===== config.mk =====
export PLATFORM = sky130hd
export DESIGN_NAME = pursuit_position_step_top
export DESIGN_NICKNAME = d
export VERILOG_FILES = /design/src/rtl/core/pps_pkg.sv /design/src/rtl/core/pps_smul.sv /design/src/rtl/core/pps_isqrt.sv /design/src/rtl/core/pps_sdiv.sv /design/src/rtl/core/pursuit_position_step_top.sv
export SDC_FILE = /design/constraint.sdc
export NUM_CORES = 2
export LEC_CHECK = 0
export ABC_AREA = 1
export BUFFER_PORTS_ARGS = -buffer_cell sky130_fd_sc_hd__buf_2
export CORE_MARGIN = 8
export CORE_UTILIZATION = 50
export CTS_CLUSTER_DIAMETER = 100
export DETAILED_ROUTE_END_ITERATION = 10
export PLACE_DENSITY = 0.71
export SYNTH_ARGS = -nofsm -noshare
export SYNTH_HDL_FRONTEND = slang
export SYNTH_SLANG_ARGS = --single-unit

===== constraint.sdc =====
create_clock -name clk_i -period 7 [get_ports clk_i]
set_clock_uncertainty 0.2 [all_clocks]
set_input_delay 0.35 -clock clk_i [delete_from_list [all_inputs] [get_ports clk_i]]
set_output_delay 0.35 -clock clk_i [all_outputs]
set_load 0.02 [all_outputs]

===== src/rtl/core/pps_pkg.sv =====
package pps_pkg;

  // width of the per-tick planar step and of the arrival threshold
  localparam int unsigned STEP_W = 20;
  localparam int unsigned THR_W  = 20;
  // width of the climb gain, q0.16
  localparam int unsigned GAIN_W = 16;
  // width of the configuration register index
  localparam int unsigned IDX_W  = 3;

  localparam logic [STEP_W-1:0] STEP_RST = 20'd90;
  localparam logic [THR_W-1:0]  THR_RST  = 20'd84;
  localparam logic [GAIN_W-1:0] GAIN_RST = 16'd3277;

  // configuration register map
  typedef enum logic [IDX_W-1:0] {
    REG_START_LAT  = 3'd0,
    REG_START_LON  = 3'd1,
    REG_START_ALT  = 3'd2,
    REG_MOVE_STEP  = 3'd3,
    REG_ARRIVE_THR = 3'd4,
    REG_CLIMB_GAIN = 3'd5
  } reg_idx_e;

  // control pair for the serial arithmetic units
  typedef struct packed {
    logic load;
    logic step;
  } pps_ctrl_t;

endpackage


===== src/rtl/core/pps_smul.sv =====
module pps_smul #(
  parameter int unsigned AW = 32,
  parameter int unsigned BW = 32
) (
  input  logic                clk_i,
  input  pps_pkg::pps_ctrl_t  ctrl_i,
  input  logic [AW-1:0]       a_i,
  input  logic [BW-1:0]       b_i,
  output logic [AW+BW-1:0]    prod_o
);

  logic [AW+BW-1:0] prod_q, prod_d;
  logic [AW-1:0]    mcand_q, mcand_d;
  logic [AW:0]      part_sum;

  // shift-add, one multiplier bit per cycle while step is high, lsb first
  assign part_sum = {1'b0, prod_q[AW+BW-1:BW]} + (prod_q[0] ? {1'b0, mcand_q} : '0);

  always_comb begin
    prod_d  = prod_q;
    mcand_d = mcand_q;
    if (ctrl_i.load) begin
      prod_d  = {{AW{1'b0}}, b_i};
      mcand_d = a_i;
    end else if (ctrl_i.step) begin
      prod_d = {part_sum, prod_q[BW-1:1]};
    end
  end

  always_ff @(posedge clk_i) begin
    prod_q  <= prod_d;
    mcand_q <= mcand_d;
  end

  assign prod_o = prod_q;

endmodule


===== src/rtl/core/pps_isqrt.sv =====
module pps_isqrt #(
  parameter int unsigned RW = 33
) (
  input  logic                clk_i,
  input  pps_pkg::pps_ctrl_t  ctrl_i,
  input  logic [2*RW-1:0]     op_i,
  output logic [RW-1:0]       root_o
);

  logic [2*RW-1:0] op_q, op_d;
  logic [RW+1:0]   rem_q, rem_d;
  logic [RW-1:0]   root_q, root_d;
  logic [RW+3:0]   rem_ext, trial, diff;
  logic            fits;

  // restoring root, two operand bits brought down per step
  assign rem_ext = {rem_q, op_q[2*RW-1 -: 2]};
  assign trial   = {2'b00, root_q, 2'b01};
  assign diff    = rem_ext - trial;
  assign fits    = rem_ext >= trial;

  always_comb begin
    op_d   = op_q;
    rem_d  = rem_q;
    root_d = root_q;
    if (ctrl_i.load) begin
      op_d   = op_i;
      rem_d  = '0;
      root_d = '0;
    end else if (ctrl_i.step) begin
      op_d   = {op_q[2*RW-3:0], 2'b00};
      rem_d  = fits ? diff[RW+1:0] : rem_ext[RW+1:0];
      root_d = {root_q[RW-2:0], fits};
    end
  end

  always_ff @(posedge clk_i) begin
    op_q   <= op_d;
    rem_q  <= rem_d;
    root_q <= root_d;
  end

  assign root_o = root_q;

endmodule


===== src/rtl/core/pps_sdiv.sv =====
module pps_sdiv #(
  parameter int unsigned AW = 32,
  parameter int unsigned LW = 33
) (
  input  logic                        clk_i,
  input  pps_pkg::pps_ctrl_t          ctrl_i,
  input  logic [AW-1:0]               a_i,
  input  logic [LW-1:0]               len_i,
  input  logic [pps_pkg::STEP_W-1:0]  s_i,
  output logic [pps_pkg::STEP_W-1:0]  q_o
);

  import pps_pkg::*;

  logic [AW-1:0]     a_q, a_d;
  logic [LW-1:0]     len_q, len_d;
  logic [STEP_W-1:0] s_q, s_d;
  logic [STEP_W-1:0] q_q, q_d;
  logic [LW:0]       r_q, r_d;
  logic              phase_q, phase_d;
  logic [LW:0]       r_sh, r_add, r_sel, r_red;
  logic              ge;

  // two half steps per step bit: double and reduce, then add and reduce
  assign r_sh  = {r_q[LW-1:0], 1'b0};
  assign r_add = r_q + {{(LW+1-AW){1'b0}}, a_q};
  assign r_sel = phase_q ? r_add : r_sh;
  assign ge    = r_sel >= {1'b0, len_q};
  assign r_red = ge ? (r_sel - {1'b0, len_q}) : r_sel;

  always_comb begin
    a_d     = a_q;
    len_d   = len_q;
    s_d     = s_q;
    q_d     = q_q;
    r_d     = r_q;
    phase_d = phase_q;
    if (ctrl_i.load) begin
      a_d     = a_i;
      len_d   = len_i;
      s_d     = s_i;
      q_d     = '0;
      r_d     = '0;
      phase_d = 1'b0;
    end else if (ctrl_i.step) begin
      if (!phase_q) begin
        q_d     = {q_q[STEP_W-2:0], ge};
        r_d     = r_red;
        phase_d = 1'b1;
      end else begin
        if (s_q[STEP_W-1]) begin
          q_d = q_q + STEP_W'(ge);
          r_d = r_red;
        end
        s_d     = {s_q[STEP_W-2:0], 1'b0};
        phase_d = 1'b0;
      end
    end
  end

  always_ff @(posedge clk_i) begin
    a_q     <= a_d;
    len_q   <= len_d;
    s_q     <= s_d;
    q_q     <= q_d;
    r_q     <= r_d;
    phase_q <= phase_d;
  end

  assign q_o = q_q;

endmodule


===== src/rtl/core/pursuit_position_step_top.sv =====
// channel  direction  handshake                 payload
// in       to block   in_valid_i / in_stall_o   func_i, target_latitude_i, target_longitude_i,
//                                               target_altitude_i
// out      from block out_valid_o / out_stall_i pursuer_latitude_o, pursuer_longitude_o,
//                                               pursuer_altitude_o, moved_o
// cfg      to block   cfg_we_i                  cfg_index_i, cfg_data_i
//
// an advance transaction runs from acceptance through load, squaring, root load, root, compare
// and, when the pursuer moves, the divider to completion, a reload goes straight to completion;
// squaring, root and scaled divider are bit-serial, the divider in two half steps per step bit
// one transaction in flight, the next is taken once its result sits in the output register
// a stalled output holds a finished transaction in completion and so stalls the input
// asynchronous active-low reset clears the pursuer to zero and the registers to their defaults
module pursuit_position_step_top #(
  parameter int unsigned POS_WIDTH = 32,
  parameter int unsigned ALT_WIDTH = 24,
  localparam int unsigned CFG_W0 = (POS_WIDTH > ALT_WIDTH) ? POS_WIDTH : ALT_WIDTH,
  localparam int unsigned CFG_WIDTH = (CFG_W0 > pps_pkg::STEP_W) ? CFG_W0 : pps_pkg::STEP_W
) (
  input  logic                         clk_i,
  input  logic                         rst_ni,
  input  logic                         in_valid_i,
  output logic                         in_stall_o,
  input  logic                         func_i,
  input  logic signed [POS_WIDTH-1:0]  target_latitude_i,
  input  logic signed [POS_WIDTH-1:0]  target_longitude_i,
  input  logic signed [ALT_WIDTH-1:0]  target_altitude_i,
  output logic                         out_valid_o,
  input  logic                         out_stall_i,
  output logic signed [POS_WIDTH-1:0]  pursuer_latitude_o,
  output logic signed [POS_WIDTH-1:0]  pursuer_longitude_o,
  output logic signed [ALT_WIDTH-1:0]  pursuer_altitude_o,
  output logic                         moved_o,
  input  logic                         cfg_we_i,
  input  logic [pps_pkg::IDX_W-1:0]    cfg_index_i,
  input  logic [CFG_WIDTH-1:0]         cfg_data_i
);

  import pps_pkg::*;

  // root width, the planar length can reach sqrt(2) * 2^POS_WIDTH
  localparam int unsigned RW        = POS_WIDTH + 1;
  localparam int unsigned DIV_STEPS = 2 * STEP_W;
  localparam int unsigned MAXN      = (DIV_STEPS > RW) ? DIV_STEPS : RW;
  localparam int unsigned CNT_W     = $clog2(MAXN);
  localparam int unsigned CMP_W     = ((RW > THR_W) ? RW : THR_W) + 1;
  // sum widths before saturation
  localparam int unsigned POS_DW    = ((POS_WIDTH > STEP_W) ? POS_WIDTH : STEP_W) + 2;
  localparam int unsigned ALT_DW    = ALT_WIDTH + 2;

  typedef enum logic [2:0] {
    ST_IDLE,
    ST_LOAD,
    ST_SQ,
    ST_ROOTLD,
    ST_ROOT,
    ST_CMP,
    ST_DIV,
    ST_DONE
  } state_e;

  state_e state_q;
  logic [CNT_W-1:0] cnt_q;

  // configuration
  logic [POS_WIDTH-1:0] start_lat_q, start_lon_q;
  logic [ALT_WIDTH-1:0] start_alt_q;
  logic [STEP_W-1:0]    step_q;
  logic [THR_W-1:0]     thr_q;
  logic [GAIN_W-1:0]    gain_q;

  // pursuer state
  logic [POS_WIDTH-1:0] cur_lat_q, cur_lon_q;
  logic [ALT_WIDTH-1:0] cur_alt_q;

  // per-transaction operands, offset magnitudes and signs
  logic [POS_WIDTH-1:0] mag_lat_q, mag_lon_q;
  logic [ALT_WIDTH-1:0] mag_alt_q;
  logic                 neg_lat_q, neg_lon_q, neg_alt_q;
  logic                 reload_q, moved_q;

  // output register
  logic                 out_valid_q;
  logic [POS_WIDTH-1:0] lat_out_q, lon_out_q;
  logic [ALT_WIDTH-1:0] alt_out_q;
  logic                 moved_out_q;

  // offsets against the current pursuer
  logic [POS_WIDTH:0]   dlat, dlon, alat, alon;
  logic [ALT_WIDTH:0]   dalt, aalt;

  // unit control and results
  pps_ctrl_t                sq_ctrl, alt_ctrl, root_ctrl, div_ctrl;
  logic [2*POS_WIDTH-1:0]   sq_lat, sq_lon;
  logic [2*POS_WIDTH:0]     sq_sum;
  logic [ALT_WIDTH+GAIN_W-1:0] alt_prod;
  logic [RW-1:0]            root;
  logic                     root_gt;
  logic [STEP_W-1:0]        q_lat, q_lon;

  // update path
  logic [POS_DW-1:0]    q_lat_ext, q_lon_ext, lat_sum, lon_sum;
  logic [ALT_DW-1:0]    da_ext, alt_sum;
  logic [POS_WIDTH-1:0] new_lat, new_lon;
  logic [ALT_WIDTH-1:0] new_alt;
  logic                 slot_free;

  function automatic logic [POS_WIDTH-1:0] sat_pos(input logic [POS_DW-1:0] s);
    logic [POS_DW-POS_WIDTH:0] hi_bits;
    logic [POS_WIDTH-1:0]      r;
    hi_bits = s[POS_DW-1:POS_WIDTH-1];
    if ((&hi_bits) || !(|hi_bits)) begin
      r = s[POS_WIDTH-1:0];
    end else if (s[POS_DW-1]) begin
      r = {1'b1, {(POS_WIDTH-1){1'b0}}};
    end else begin
      r = {1'b0, {(POS_WIDTH-1){1'b1}}};
    end
    return r;
  endfunction

  function automatic logic [ALT_WIDTH-1:0] sat_alt(input logic [ALT_DW-1:0] s);
    logic [ALT_DW-ALT_WIDTH:0] hi_bits;
    logic [ALT_WIDTH-1:0]      r;
    hi_bits = s[ALT_DW-1:ALT_WIDTH-1];
    if ((&hi_bits) || !(|hi_bits)) begin
      r = s[ALT_WIDTH-1:0];
    end else if (s[ALT_DW-1]) begin
      r = {1'b1, {(ALT_WIDTH-1){1'b0}}};
    end else begin
      r = {1'b0, {(ALT_WIDTH-1){1'b1}}};
    end
    return r;
  endfunction

  // configuration writes, indices past the map are dropped
  always_ff @(posedge clk_i or negedge rst_ni) begin
    if (!rst_ni) begin
      start_lat_q <= '0;
      start_lon_q <= '0;
      start_alt_q <= '0;
      step_q      <= STEP_RST;
      thr_q       <= THR_RST;
      gain_q      <= GAIN_RST;
    end else if (cfg_we_i) begin
      unique case (cfg_index_i)
        REG_START_LAT:  start_lat_q <= cfg_data_i[POS_WIDTH-1:0];
        REG_START_LON:  start_lon_q <= cfg_data_i[POS_WIDTH-1:0];
        REG_START_ALT:  start_alt_q <= cfg_data_i[ALT_WIDTH-1:0];
        REG_MOVE_STEP:  step_q      <= cfg_data_i[STEP_W-1:0];
        REG_ARRIVE_THR: thr_q       <= cfg_data_i[THR_W-1:0];
        REG_CLIMB_GAIN: gain_q      <= cfg_data_i[GAIN_W-1:0];
        default: ;
      endcase
    end
  end

  // offsets taken at acceptance, magnitudes always fit the field width
  assign dlat = {target_latitude_i[POS_WIDTH-1], target_latitude_i}
              - {cur_lat_q[POS_WIDTH-1], cur_lat_q};
  assign dlon = {target_longitude_i[POS_WIDTH-1], target_longitude_i}
              - {cur_lon_q[POS_WIDTH-1], cur_lon_q};
  assign dalt = {target_altitude_i[ALT_WIDTH-1], target_altitude_i}
              - {cur_alt_q[ALT_WIDTH-1], cur_alt_q};
  assign alat = dlat[POS_WIDTH] ? (~dlat + 1'b1) : dlat;
  assign alon = dlon[POS_WIDTH] ? (~dlon + 1'b1) : dlon;
  assign aalt = dalt[ALT_WIDTH] ? (~dalt + 1'b1) : dalt;

  // sequencing of the serial units
  assign sq_ctrl.load   = (state_q == ST_LOAD);
  assign sq_ctrl.step   = (state_q == ST_SQ);
  assign alt_ctrl.load  = (state_q == ST_LOAD);
  assign alt_ctrl.step  = (state_q == ST_SQ) && (cnt_q < CNT_W'(GAIN_W));
  assign root_ctrl.load = (state_q == ST_ROOTLD);
  assign root_ctrl.step = (state_q == ST_ROOT);
  assign div_ctrl.load  = (state_q == ST_CMP);
  assign div_ctrl.step  = (state_q == ST_DIV);

  // squared offsets, one bit per cycle
  pps_smul #(.AW(POS_WIDTH), .BW(POS_WIDTH)) u_sq_lat (
    .clk_i  (clk_i),
    .ctrl_i (sq_ctrl),
    .a_i    (mag_lat_q),
    .b_i    (mag_lat_q),
    .prod_o (sq_lat)
  );

  pps_smul #(.AW(POS_WIDTH), .BW(POS_WIDTH)) u_sq_lon (
    .clk_i  (clk_i),
    .ctrl_i (sq_ctrl),
    .a_i    (mag_lon_q),
    .b_i    (mag_lon_q),
    .prod_o (sq_lon)
  );

  // altitude gap times climb gain, runs alongside the squaring
  pps_smul #(.AW(ALT_WIDTH), .BW(GAIN_W)) u_climb (
    .clk_i  (clk_i),
    .ctrl_i (alt_ctrl),
    .a_i    (mag_alt_q),
    .b_i    (gain_q),
    .prod_o (alt_prod)
  );

  // planar length, operand padded to an even width
  assign sq_sum = {1'b0, sq_lat} + {1'b0, sq_lon};

  pps_isqrt #(.RW(RW)) u_root (
    .clk_i  (clk_i),
    .ctrl_i (root_ctrl),
    .op_i   ({1'b0, sq_sum}),
    .root_o (root)
  );

  assign root_gt = {{(CMP_W-RW){1'b0}}, root} > {{(CMP_W-THR_W){1'b0}}, thr_q};

  // step per axis, offset magnitude never exceeds the length
  pps_sdiv #(.AW(POS_WIDTH), .LW(RW)) u_div_lat (
    .clk_i  (clk_i),
    .ctrl_i (div_ctrl),
    .a_i    (mag_lat_q),
    .len_i  (root),
    .s_i    (step_q),
    .q_o    (q_lat)
  );

  pps_sdiv #(.AW(POS_WIDTH), .LW(RW)) u_div_lon (
    .clk_i  (clk_i),
    .ctrl_i (div_ctrl),
    .a_i    (mag_lon_q),
    .len_i  (root),
    .s_i    (step_q),
    .q_o    (q_lon)
  );

  // signed steps added to the pursuer, then saturated
  assign q_lat_ext = {{(POS_DW-STEP_W){1'b0}}, q_lat};
  assign q_lon_ext = {{(POS_DW-STEP_W){1'b0}}, q_lon};
  assign da_ext    = {2'b00, alt_prod[ALT_WIDTH+GAIN_W-1:GAIN_W]};

  assign lat_sum = {{(POS_DW-POS_WIDTH){cur_lat_q[POS_WIDTH-1]}}, cur_lat_q}
                 + (neg_lat_q ? (~q_lat_ext + 1'b1) : q_lat_ext);
  assign lon_sum = {{(POS_DW-POS_WIDTH){cur_lon_q[POS_WIDTH-1]}}, cur_lon_q}
                 + (neg_lon_q ? (~q_lon_ext + 1'b1) : q_lon_ext);
  assign alt_sum = {{2{cur_alt_q[ALT_WIDTH-1]}}, cur_alt_q}
                 + (neg_alt_q ? (~da_ext + 1'b1) : da_ext);

  always_comb begin
    if (reload_q) begin
      new_lat = start_lat_q;
      new_lon = start_lon_q;
      new_alt = start_alt_q;
    end else if (moved_q) begin
      new_lat = sat_pos(lat_sum);
      new_lon = sat_pos(lon_sum);
      new_alt = sat_alt(alt_sum);
    end else begin
      new_lat = cur_lat_q;
      new_lon = cur_lon_q;
      new_alt = cur_alt_q;
    end
  end

  // output register free, or emptied at this edge
  assign slot_free = !out_valid_q || !out_stall_i;

  always_ff @(posedge clk_i or negedge rst_ni) begin
    if (!rst_ni) begin
      state_q     <= ST_IDLE;
      cnt_q       <= '0;
      cur_lat_q   <= '0;
      cur_lon_q   <= '0;
      cur_alt_q   <= '0;
      mag_lat_q   <= '0;
      mag_lon_q   <= '0;
      mag_alt_q   <= '0;
      neg_lat_q   <= 1'b0;
      neg_lon_q   <= 1'b0;
      neg_alt_q   <= 1'b0;
      reload_q    <= 1'b0;
      moved_q     <= 1'b0;
      out_valid_q <= 1'b0;
      lat_out_q   <= '0;
      lon_out_q   <= '0;
      alt_out_q   <= '0;
      moved_out_q <= 1'b0;
    end else begin
      if (out_valid_q && !out_stall_i) begin
        out_valid_q <= 1'b0;
      end
      unique case (state_q)
        ST_IDLE: begin
          if (in_valid_i) begin
            reload_q  <= func_i;
            moved_q   <= 1'b0;
            mag_lat_q <= alat[POS_WIDTH-1:0];
            mag_lon_q <= alon[POS_WIDTH-1:0];
            mag_alt_q <= aalt[ALT_WIDTH-1:0];
            neg_lat_q <= dlat[POS_WIDTH];
            neg_lon_q <= dlon[POS_WIDTH];
            neg_alt_q <= dalt[ALT_WIDTH];
            state_q   <= func_i ? ST_DONE : ST_LOAD;
          end
        end
        ST_LOAD: begin
          cnt_q   <= '0;
          state_q <= ST_SQ;
        end
        ST_SQ: begin
          if (cnt_q == CNT_W'(POS_WIDTH - 1)) begin
            cnt_q   <= '0;
            state_q <= ST_ROOTLD;
          end else begin
            cnt_q <= cnt_q + 1'b1;
          end
        end
        ST_ROOTLD: begin
          state_q <= ST_ROOT;
        end
        ST_ROOT: begin
          if (cnt_q == CNT_W'(RW - 1)) begin
            cnt_q   <= '0;
            state_q <= ST_CMP;
          end else begin
            cnt_q <= cnt_q + 1'b1;
          end
        end
        ST_CMP: begin
          // at or inside the threshold the pursuer holds still
          moved_q <= root_gt;
          state_q <= root_gt ? ST_DIV : ST_DONE;
        end
        ST_DIV: begin
          if (cnt_q == CNT_W'(DIV_STEPS - 1)) begin
            cnt_q   <= '0;
            state_q <= ST_DONE;
          end else begin
            cnt_q <= cnt_q + 1'b1;
          end
        end
        ST_DONE: begin
          if (slot_free) begin
            cur_lat_q   <= new_lat;
            cur_lon_q   <= new_lon;
            cur_alt_q   <= new_alt;
            lat_out_q   <= new_lat;
            lon_out_q   <= new_lon;
            alt_out_q   <= new_alt;
            moved_out_q <= moved_q;
            out_valid_q <= 1'b1;
            state_q     <= ST_IDLE;
          end
        end
        default: state_q <= ST_IDLE;
      endcase
    end
  end

  assign in_stall_o          = (state_q != ST_IDLE);
  assign out_valid_o         = out_valid_q;
  assign pursuer_latitude_o  = lat_out_q;
  assign pursuer_longitude_o = lon_out_q;
  assign pursuer_altitude_o  = alt_out_q;
  assign moved_o             = moved_out_q;

  // an accepted transaction always leaves idle for the load or the result
  assert property (@(posedge clk_i) disable iff (!rst_ni)
    (in_valid_i && !in_stall_o) |=> (state_q == ST_LOAD || state_q == ST_DONE))
    else $error("accepted transaction did not start");

  // the divider only runs on a length above the threshold, never zero
  assert property (@(posedge clk_i) disable iff (!rst_ni)
    (state_q == ST_DIV) |-> root_gt)
    else $error("division started at or below the arrival threshold");

  // a new result appears only out of the completion state
  assert property (@(posedge clk_i) disable iff (!rst_ni)
    $rose(out_valid_q) |-> $past(state_q == ST_DONE))
    else $error("result raised outside completion");

endmodule


==> impl_metrics.toml <==
[outcome]
status = "completed"

[critical_path]
cp_max_fo = 4
r2r-end = "u_div_lat.q_o[18]$_SDFFE_PP0P_"
critPathBufInv = 1
startpoint_type = "flop"
critPathCaptureType = "flop"
critPathKind = "reg -> reg"
r2r_cells = 35
reg2reg_from = "u_div_lat.a_q[0]$_DFFE_PP_"
crit_top_cell = "nand2_1"
timing.reg2reg.setup_slack_ns = 0.62
required_ns = 7.42
path_delay_family = "simple AND/OR/NAND/NOR gates"
cp.arrival_ns = 6.80
slowest_delay_ns = 0.42
slowest_stage = "a21boi_0"

[clock_network]
cts_tree = "done"
cts.sinks = 973
cts_setup_buffers = 0
insertion_delay_ns = 0.77
h-tree-depth = 3
cts_buffers = 110
clockBufferDepth = 3
clkTransAtPathRegs_ns = 0.07
cts_root_buffer = "clkbuf_16"

[synth]
synthDistinctLibCells = 73
async_flop_share = 0.345
synth_top_area_share = 0.170
synth_xor_area_frac = 0.0457
syn-cell-area_sq_um = 76100
synth_top_cell_by_area = "nand2_1"
synthFlopType = "edfxtp_1"
synth_top_family_by_area = "simple AND/OR/NAND/NOR gates"
synthAdderAreaFrac = 0.0905
synth_seq_cells = 973
synth_simple_gate_area_frac = 0.307
syn_nets = 12000
muxShareOfSynthArea = 0
netlist_instances = 11300
yosysSeqAreaShare = 0.327
synth-edff-count = 370
synth.area.top_cells = "nand2_1 17%, edfxtp_1 15%, dfrtp_1 11%"
yosysWarningCount = 0
synth_compound_area_frac = 0.137
syn_area_per_cell_sq_um = 6.72

[routing]
vias = 76200
final_antenna_net_count = 0
drt_iter0_drc = 8232
totalWireLength_microns = 276000
firstDrtPassIters = 8
vias_per_cell = 5.61
drc = 0
wl_per_cell_microns = 20.3

[timing]
layout_min_cycle_time_ns = 6.38
setup-violations-final = 0
worstMarginPinSlew_ns = 1.26
rsz0062_at_grt = "false"
fmax_mhz = 157
period_share = 0.912
max-slew-margin-rel = 0.163
drv_slew = 0
hold_viol = 0
setup_ws_ns = 0.619
tns_ns = 0
hold_slack_ns = 0.110

[cells_and_area]
fin_util = 0.550
final_net_count = 12100
final_common_cell = "nand2_1"
drive_above_1_share = 0.0528
synthToLayoutAreaGrowth_pct = 9.50
mostFrequentLayoutCells = "3436 x nand2_1, 1532 x inv_1, 1081 x nor2_1"

[global_routing]
grt_pass1_vias = 71700
grt_pass1_wl_microns = 420000
grt_overflow_total = 0
grt_util_all_layers = 0.325
antenna_found_initial = 7
grt_max_degree = 151

[die]
io_pins = 220
initial_core_util = 0.502
core-area_sq_um = 152000
dieHeight_microns = 406
row_count = 143
die_area_sq_um = 165000
die_w_microns = 406

[min_path]
hp-start = "cfg_index_i[2]"
min_to = "thr_q[6]$_DFFE_PN1P_"
min_delay_path_depth = 7
min_path_type = "in -> reg"

[placed_design]
io_buffers = 219
gp_congestion = 1.05
hpwl_microns = 219000
detailedPlace.worstSlack_ns = 0.707

[flow_run]
maxCapViolCount = 0
[through the flow]
step,area (sq um),cells
2_1_floorplan,76100,11300
3_3_place_gp,79000,13300
3_5_place_dp,79000,13300
4_1_cts,83300,13600
5_1_grt,83300,13600
6_report,83300,13600
[worst min-delay path: stages]
cell	delay, ns
buf_2	0.09
nand2_1	0.05
inv_1	0.07
nand2_1	0.05
buf_4	0.24
nand2_1	0.10
o21ai_0	0.07
[synth_stat cells (124+ instances only)]
cell type / count
nand2_1: 3442
inv_1: 1534
nor2_1: 1085
o21ai_0: 729
a21oi_1: 716
nand3_1: 619
ha_1: 528
edfxtp_1: 370
dfrtp_1: 322
dfxtp_1: 267
xor2_1: 260
clkbuf_1: 231
nand4_1: 194
xnor2_1: 127
nor3_1: 124
[logic make-up after synthesis]
logic type	count (synthesis)
AND/OR/NAND/NOR	5668
AO/OA/AOI/OAI	1891
buffers and inverters	1857
flip-flops	973
adder cells (fa/ha/maj)	542
XOR/XNOR	391
[state kept, by name (all words and copies together), names as in the netlist, 33 cells and up]
| name | cells |
|---|---|
| u_root.rem_q | 35 |
| u_div_lon.r_q | 34 |
| u_sq_lat.prod_o | 64 |
| u_sq_lon.prod_o | 64 |
| u_root.op_q | 66 |
| u_div_lon.len_q | 33 |
| u_root.root_o | 33 |
| u_div_lat.r_q | 34 |
| u_climb.prod_o | 40 |
[per-layer routing]
layer	global-route usage	wire, microns	vias to the layer above
met5	0	0	-
met4	0.143	14100	0
met3	0.0458	21300	490
met2	0.502	119000	2918
met1	0.453	122000	35600
li1	-	-	37200
[layout make-up]
cell class | count | area (sq um)
timing repair buffer | 318 | 2000
inverter | 1561 | 5870
sequential | 973 | 24900
fill | 15200 | 68200
clock buffer | 141 | 2980
multi-input combinational | 8492 | 44200
clock inverter | 69 | 838
antenna | 4 | 10.0
tap | 2030 | 2540
[what timing repair did]
| item | 4_1_cts | 5_1_grt |
|---|---|---|
| endpoints found under the hold margin | 355 | 0 |
| setup endpoints to repair | 0 | 1 |
| hold buffers | 43 | 0 |
| resized for setup | 0 | 1 |
[how the worst max path moves through the flow]
stage	to	slack [ns]	from	cells after the start
finish	u_div_lat.q_o[18]$_SDFFE_PP0P_	0.62	u_div_lat.a_q[0]$_DFFE_PP_	35
global route	u_div_lat.q_o[18]$_SDFFE_PP0P_	0.05	u_div_lat.r_q[0]$_SDFFE_PP0P_	34
CTS	u_div_lat.q_o[18]$_SDFFE_PP0P_	0.69	u_div_lat.r_q[0]$_SDFFE_PP0P_	34
detailed placement	u_div_lat.q_o[18]$_SDFFE_PP0P_	0.71	u_div_lat.r_q[0]$_SDFFE_PP0P_	34
global placement	u_div_lat.q_o[18]$_SDFFE_PP0P_	0.63	u_div_lat.a_q[0]$_DFFE_PP_	38
floorplan	u_div_lon.q_o[18]$_SDFFE_PP0P_	1.62	u_div_lon.a_q[0]$_DFFE_PP_	41
Power is not shown: default switching activity piles up to over one toggle a cycle in this logic, so the estimate is an artifact.
